--- config.mk ---
export PLATFORM = sky130hd
export DESIGN_NAME = prm_ctrl
export DESIGN_NICKNAME = d
export VERILOG_FILES = /design/src/rtl/core/prm_pkg.sv /design/src/rtl/core/prm_ctrl.sv
export SDC_FILE = /design/constraint.sdc
export NUM_CORES = 1
export LEC_CHECK = 0
export BUFFER_PORTS_ARGS = -buffer_cell sky130_fd_sc_hd__buf_2
export CORE_AREA = 2 2 39 41
export DETAILED_ROUTE_END_ITERATION = 10
export DIE_AREA = 0 0 41 43
export PLACE_DENSITY = 0.48
export SYNTH_ARGS = -nofsm -noshare
export SYNTH_HDL_FRONTEND = slang
export SYNTH_SLANG_ARGS = --single-unit
--- constraint.sdc ---
create_clock -name i_clk -period 1.3 [get_ports i_clk]
set_input_delay 0.195 -clock i_clk [delete_from_list [all_inputs] [get_ports i_clk]]
set_output_delay 0.195 -clock i_clk [all_outputs]
set_load 0.02 [all_outputs]
--- src/rtl/core/prm_pkg.sv ---
// Shared types and codes for the partition replica map.
// Used by the top unit, prm_ctrl and prm_dpath; depends on nothing.
package prm_pkg;

    // Command codes of an input item.
    localparam logic [2:0] CMD_SET_WRITE = 3'd0;
    localparam logic [2:0] CMD_ADD_READ  = 3'd1;
    localparam logic [2:0] CMD_GET_WRITE = 3'd2;
    localparam logic [2:0] CMD_GET_READ  = 3'd3;
    localparam logic [2:0] CMD_REMOVE    = 3'd4;

    // Status codes of a result item.
    localparam logic [2:0] ST_OK       = 3'd0;
    localparam logic [2:0] ST_NO_TABLE = 3'd1;
    localparam logic [2:0] ST_RANGE    = 3'd2;
    localparam logic [2:0] ST_PRESENT  = 3'd3;
    localparam logic [2:0] ST_FULL     = 3'd4;
    localparam logic [2:0] ST_BAD_NODE = 3'd5;

    // Reset value of the partitions-in-use register.
    localparam logic [12:0] PIU_RESET = 13'd4096;

    // Commands from the controller to the datapath.
    typedef struct packed {
        logic clr_we;     // write one zero row of the clearing pass
        logic accept;     // take the input item and read its row
        logic commit;     // finish the item and load the output register
        logic walk_init;  // start the remove walk at table 0, partition 0
        logic walk_rd;    // read the current walk row
        logic walk_wr;    // write back the current walk row
        logic walk_adv;   // move the walk to the next table
    } t_ctrl_cmd;

    // Status from the datapath to the controller.
    typedef struct packed {
        logic clr_last;   // the clearing pass is on its last row
        logic remove_go;  // the offered item is a remove with a real node
        logic out_free;   // the output register can take a result
        logic walk_ok;    // the walk row is in a present table and in range
        logic walk_last;  // the walk is on the last table
    } t_ctrl_stat;

endpackage

--- src/rtl/core/prm_ctrl.sv ---
// Controller state machine of the partition replica map.
// Depends on prm_pkg for the command and status structs.
module prm_ctrl (
    input  logic                i_clk,
    input  logic                i_rst_n,
    input  logic                i_in_valid,
    input  prm_pkg::t_ctrl_stat i_stat,
    output prm_pkg::t_ctrl_cmd  o_cmd,
    output logic                o_idle
);

    typedef enum logic [4:0] {
        S_CLEAR = 5'b00001,
        S_IDLE  = 5'b00010,
        S_EXEC  = 5'b00100,
        S_RM_RD = 5'b01000,
        S_RM_WR = 5'b10000
    } t_state;

    t_state r_state, n_state;

    // Next state and commands.
    always_comb begin
        n_state = r_state;
        o_cmd   = '0;
        unique case (r_state)
            S_CLEAR: begin
                o_cmd.clr_we = 1'b1;
                if (i_stat.clr_last) begin
                    n_state = S_IDLE;
                end
            end
            S_IDLE: begin
                if (i_in_valid) begin
                    o_cmd.accept = 1'b1;
                    if (i_stat.remove_go) begin
                        o_cmd.walk_init = 1'b1;
                        n_state = S_RM_RD;
                    end else begin
                        n_state = S_EXEC;
                    end
                end
            end
            S_EXEC: begin
                if (i_stat.out_free) begin
                    o_cmd.commit = 1'b1;
                    n_state = S_IDLE;
                end
            end
            S_RM_RD: begin
                if (i_stat.walk_ok) begin
                    o_cmd.walk_rd = 1'b1;
                    n_state = S_RM_WR;
                end else if (i_stat.walk_last) begin
                    n_state = S_EXEC;
                end else begin
                    o_cmd.walk_adv = 1'b1;
                end
            end
            S_RM_WR: begin
                o_cmd.walk_wr = 1'b1;
                n_state = S_RM_RD;
            end
            default: n_state = S_CLEAR;
        endcase
    end

    // State register; reset starts the clearing pass.
    always_ff @(posedge i_clk) begin
        if (!i_rst_n) begin
            r_state <= S_CLEAR;
        end else begin
            r_state <= n_state;
        end
    end

    assign o_idle = (r_state == S_IDLE);

endmodule

==> results of run 1 <==
[what timing repair did]
item | in CTS | in global routing
setup buffers | 5 | 4
gates resized for setup | 22 | 9
endpoints found under the setup margin | 8 | 12
pin swaps | 7 | 8
[synth_stat cells (2+ instances only)]
cell	number	area share, %
nand3_1	2	2.8
nor2_4	2	6.2
dfxtp_1	5	28
and3_1	2	3.5
nor2_1	5	5.2
and2_1	3	5.2
inv_1	5	5.2
[placed cells by master (no fill, tap or decap), drive strengths merged, types with 2 or more instances in the layout]
cell / synthesis / routed
buf: 0 / 25
nor2: 8 / 8
inv: 5 / 5
dfxtp: 5 / 5
clkbuf: 0 / 4
and3: 3 / 3
and2: 3 / 3
nand3: 2 / 2
o21ai: 2 / 2
[through the flow]
stage / TNS (ns) / cells
6_report: -0.362 / 87
5_1_grt: -0.875 / 87
4_1_cts: -0.564 / 83
3_5_place_dp: 0 / 74
3_3_place_gp: 0 / 74
2_1_floorplan: 0 / 42
[power by group]
group	leakage, nW	total (mW)	internal (mW)	switching, mW
Sequential	0.0437	0.289	0.216	0.0727
Combinational	0.244	0.566	0.289	0.277
Clock	0.0150	0.178	0.116	0.0623
[kinds of logic after synthesis]
group | Yosys count | synth area share [%]
AOI/OAI and AO/OA | 8 | 17.4
xor gates and xnor gates | 1 | 2.43
and+or+nand+nor | 23 | 47.2
DFF | 5 | 27.8
buffers and inverters | 5 | 5.21
[cell type report]
cell class / instances / area share, %
clock buffers: 4 / 4.06
inverters: 5 / 2.90
multi-input cells: 32 / 42.6
flip-flops and latches: 5 / 18.0
well taps: 16 / 3.09
repair buffers: 25 / 29.4
[worst max-delay path: stages (launching register included)]
cell,delay (ns)
dfxtp_4,0.34
buf_4,0.15
and4bb_2,0.33
buf_6,0.13
[worst paths after layout]
check                                start         end  cells after the start
worst max-delay path            r_state[2]    o_cmd[1]                      3
worst min-delay path               i_rst_n  r_state[4]                      2
worst max register to register  r_state[2]  r_state[3]                      4
worst min register to register  r_state[3]  r_state[0]                      3
[routing by layer]
layer	vias to the layer above	global-route usage, %	part of all wire [%]
met5	-	0	0
met4	0	6.00	1.6
met3	2	6.28	2.8
met2	9	21.6	57
met1	199	12.3	38
li1	212	-	-
==> flow_metrics.py, run 1 <==
metrics = {
    "global_route": {
        "grt_pass1_vias": 383,
        "grt_use_total_pct": 12.9,
        "grt_overflow": 0,
        "antenna_found_initial": 0,
        "grt_pass1_wl_um": 1470,
        "grt_max_degree": 9,
    },
    "logic_synthesis": {
        "ys_types": 25,
        "ys_ff_latch": 5,
        "async_flop_share_pct": 0,
        "synth-edff-count": 0,
        "syn_nets": 50,
        "syn_avg_cell_area_um2": 8.58,
        "synth_top_flop_cell": "dfxtp_1",
        "syn_inst": 42,
        "ys_seq_area_share_pct": 27.8,
        "yosysWarnings": 0,
        "syn_area_um2": 360,
    },
    "timing": {
        "worst_pin_slew_ns": 0.198,
        "skew_ns": 0.00329,
        "max_freq_mhz": 722,
        "hold_viol": 0,
        "fin_crit_ns": 1.38,
        "period_share_pct": 107,
        "hold-worst-slack_ns": 0.211,
        "fin_ws_ns": -0.0848,
        "setup_viol_count_final": 8,
        "finalMaxSlewViolations": 0,
        "rsz0062_at_grt": "true",
        "relSlewSlack_pct": 86.7,
    },
    "clock_tree": {
        "clockRootBuffer": "clkbuf_4",
        "clk_latency_ns": 0.24,
        "cts_hold_buf": 0,
        "clockBufferDepth": 2,
        "clkTransAtPathRegs_ns": 0.04,
        "cts_tree": "yes",
        "cts_made_buffers": 3,
        "cts-htree-levels": 1,
        "cts.sinks": 5,
    },
    "detailed_routing": {
        "antenna_left": 0,
        "totalWireLength_um": 1020,
        "route.detailed.drc": 0,
        "firstDrtPassIters": 4,
        "detail_route.vias_per_cell": 4.85,
        "vias": 422,
        "post_drt_wl_per_cell_um": 11.7,
        "drt_iter0_markers": 3,
    },
    "finish": {
        "drive_above_1_share_pct": 64.8,
        "diodes": 0,
        "final_util_pct": 46.7,
        "nFillCells": 128,
        "multiInputGateArea_um2": 275,
        "final_area_um2": 647,
        "top_register": "r_state",
        "reg_top3": "r_state x5",
        "regArea_um2": 116,
        "largest_register_ffs": 5,
        "nets": 80,
        "area_growth_syn_to_layout_pct": 79.5,
    },
    "place": {
        "dp_hpwl_um": 681,
        "place_area_um2": 463,
        "port_buffers": 15,
        "place.gp.congestion": 0.785,
        "dp_slack_ns": 0.0368,
    },
    "worst_hold_path": {
        "worst_hold_path_type": "input pin to register",
    },
    "setup_path": {
        "worst-setup-path-type": "register to output pin",
        "required_ns": 1.11,
        "cp-end-kind": "output pin",
        "r2r_slack_ns": -0.02,
        "critPathLaunchType": "register",
        "crit_arrival_ns": 1.19,
        "crit_path_max_fanout": 3,
    },
    "die": {
        "start_util_pct": 26.0,
        "design.die.area_um2": 1760,
        "io_pins": 16,
        "rows": 14,
        "core_area_um2": 1380,
        "die_h_um": 43,
        "die_w_um": 41,
    },
    "power_and_ir_drop": {
        "vdd_ir_drop_max_uv": 799,
        "power_density_nw_per_um2": 1600,
        "power_mw": 1.03,
        "p_leak_nw": 0.302,
    },
    "run_status": {
        "status": "complete, but fails checks",
        "violations": "setup timing",
    },
    "run": {
        "cap_violations": 0,
    },
}
No activity file was read; power rests on OpenSTA's default activity.
==> run 2, diff against run 1 <==
--- a/config.mk
+++ b/config.mk
@@ -9,7 +9,7 @@
 export CORE_AREA = 2 2 39 41
 export DETAILED_ROUTE_END_ITERATION = 10
 export DIE_AREA = 0 0 41 43
-export PLACE_DENSITY = 0.48
+export PLACE_DENSITY = 0.57
 export SYNTH_ARGS = -nofsm -noshare
 export SYNTH_HDL_FRONTEND = slang
 export SYNTH_SLANG_ARGS = --single-unit
==> flow_metrics.py, run 2 (synthesized netlist as in run 1, its figures left out) <==
metrics = {
    "place": {
        "place.gp.congestion": 0.739,
        "place_area_um2": 463,
        "port_buffers": 15,
        "dp_hpwl_um": 691,
    },
    "finish": {
        "diodes": 0,
        "final_area_um2": 641,
        "reg_top3": "r_state x5",
        "nFillCells": 140,
        "drive_above_1_share_pct": 61.4,
        "final_util_pct": 46.3,
        "nets": 79,
        "final_common_cell": "buf_4",
        "area_growth_syn_to_layout_pct": 77.8,
        "top_register": "r_state",
        "largest_register_ffs": 5,
        "layout_common_cells": "12 x buf_4, 7 x buf_2, 5 x nor2_1, 5 x buf_6, 4 x dfxtp_4",
    },
    "detailed_routing": {
        "detail_route.vias_per_cell": 4.83,
        "drt_iter0_markers": 6,
        "vias": 415,
        "totalWireLength_um": 959,
        "post_drt_wl_per_cell_um": 11.2,
        "antenna_left": 0,
        "route.detailed.drc": 0,
        "firstDrtPassIters": 3,
    },
    "die": {
        "die_h_um": 43,
        "start_util_pct": 26.0,
        "core_area_um2": 1380,
        "rows": 14,
        "io_pins": 16,
        "design.die.area_um2": 1760,
        "die_w_um": 41,
    },
    "clock_tree": {
        "clockRootBuffer": "clkbuf_4",
        "clockBufferDepth": 2,
        "cts.sinks": 5,
        "cts-htree-levels": 1,
        "cts_tree": "yes",
        "cts_made_buffers": 3,
        "clkTransAtPathRegs_ns": 0.05,
        "cts_hold_buf": 0,
        "clk_latency_ns": 0.26,
    },
    "power_and_ir_drop": {
        "power_density_nw_per_um2": 1680,
        "p_leak_nw": 0.299,
        "pwr-share-comb_pct": 54.6,
        "vdd_ir_drop_max_uv": 701,
        "netSwitchingPower_uw": 433,
        "p_int_uw": 644,
        "clkPwrFrac_pct": 17.9,
        "p_sw_share_pct": 40.2,
        "power_frac_seq_pct": 27.5,
    },
    "setup_path": {
        "worst-r2r-cell-count": 4,
        "reg2reg_from": "r_state[2]",
        "worst-setup-path-type": "register to output pin",
        "critPathLaunch": "r_state[1]",
        "required_ns": 1.11,
        "critPathLaunchType": "register",
        "cp-end-kind": "output pin",
        "crit_path_max_fanout": 6,
        "timing.rr.end": "r_state[3]",
        "crit_arrival_ns": 1.23,
        "r2r_slack_ns": -0.01,
    },
    "worst_hold_path": {
        "worstHoldEndpoint": "r_state[4]",
        "whs_path_depth": 2,
        "worst_hold_path_type": "input pin to register",
        "min-delay-start": "i_rst_n",
    },
    "global_route": {
        "grt_use_total_pct": 13.4,
        "grt_pass1_vias": 364,
        "grt_max_degree": 9,
        "grt_pass1_wl_um": 1550,
        "antenna_found_initial": 0,
        "grt_overflow": 0,
    },
    "timing": {
        "relSlewSlack_pct": 87.7,
        "fin_ws_ns": -0.130,
        "fin_crit_ns": 1.43,
        "setup_viol_count_final": 7,
        "rsz0062_at_grt": "true",
        "finalMaxSlewViolations": 0,
        "max_freq_mhz": 699,
        "skew_ns": 0.00650,
        "hold_viol": 0,
        "period_share_pct": 110,
        "worst_pin_slew_ns": 0.183,
    },
    "run_status": {
        "status": "complete, but fails checks",
        "violations": "setup timing",
    },
    "run": {
        "cap_violations": 0,
    },
}
## run 2: cell count changes in the layout (fill, tap and decap cells not counted), sizes merged
cell,before,now
buf,25,24
## run 2: area by class of cell
type | instances | area [um^2] | area share, %
multi-input combinational | 32 | 278 | 43.4
timing repair buffer | 24 | 181 | 28.3
sequential | 5 | 116 | 18.2
clock buffer | 4 | 26.3 | 4.10
tap | 16 | 20.0 | 3.13
inverter | 5 | 18.8 | 2.93
## run 2: power groups by stage
stage | clock, mW | sequential (mW) | combinational, mW
after global routing | 0.210 | 0.308 | 0.649
final | 0.192 | 0.297 | 0.588
after global placement | 0 | 0.268 | 0.427
after CTS | 0.194 | 0.276 | 0.552
after floorplan | 0 | 0.258 | 0.302
after detailed placement | 0 | 0.268 | 0.428
## run 2: metrics by stage
| stage | cells | TNS, ns | setup WS, ns | hold slack [ns] | power, mW |
|---|---|---|---|---|---|
| after floorplan | 42 | 0 | 0.0568 | 0.317 | 0.559 |
| after global placement | 74 | 0 | 0.0540 | 0.463 | 0.695 |
| after detailed placement | 74 | 0 | 0.0504 | 0.461 | 0.696 |
| after CTS | 83 | -0.583 | -0.116 | 0.201 | 1.02 |
| after global routing | 86 | -1.06 | -0.177 | 0.211 | 1.17 |
| final | 86 | -0.551 | -0.130 | 0.202 | 1.08 |
## run 2: worst max-delay path by stage
stage | end | cells after the start
CTS | o_cmd[3] | 4
global placement | r_state[3] | 4
floorplan | r_state[3] | 3
detailed placement | r_state[3] | 4
finish | o_cmd[0] | 4
global route | o_cmd[0] | 4
## run 2: layer usage
layer  GRT usage [%]  share of wire [%]
met1            17.2                 42
met2            18.4                 52
met3            6.28                4.1
met4            6.00                2.2
met5               0                  0
## run 2: what timing repair did
action,in CTS,in global routing
setup endpoints to repair,8,12
setup buffers,5,3
gates resized for setup,20,10
pin swaps,6,7
## run 2: worst max-delay path, cell delays in order (launching register included)
cell	delay (ns)
dfxtp_4	0.37
nor2_4	0.16
nand4_1	0.20
inv_2	0.13
buf_6	0.12
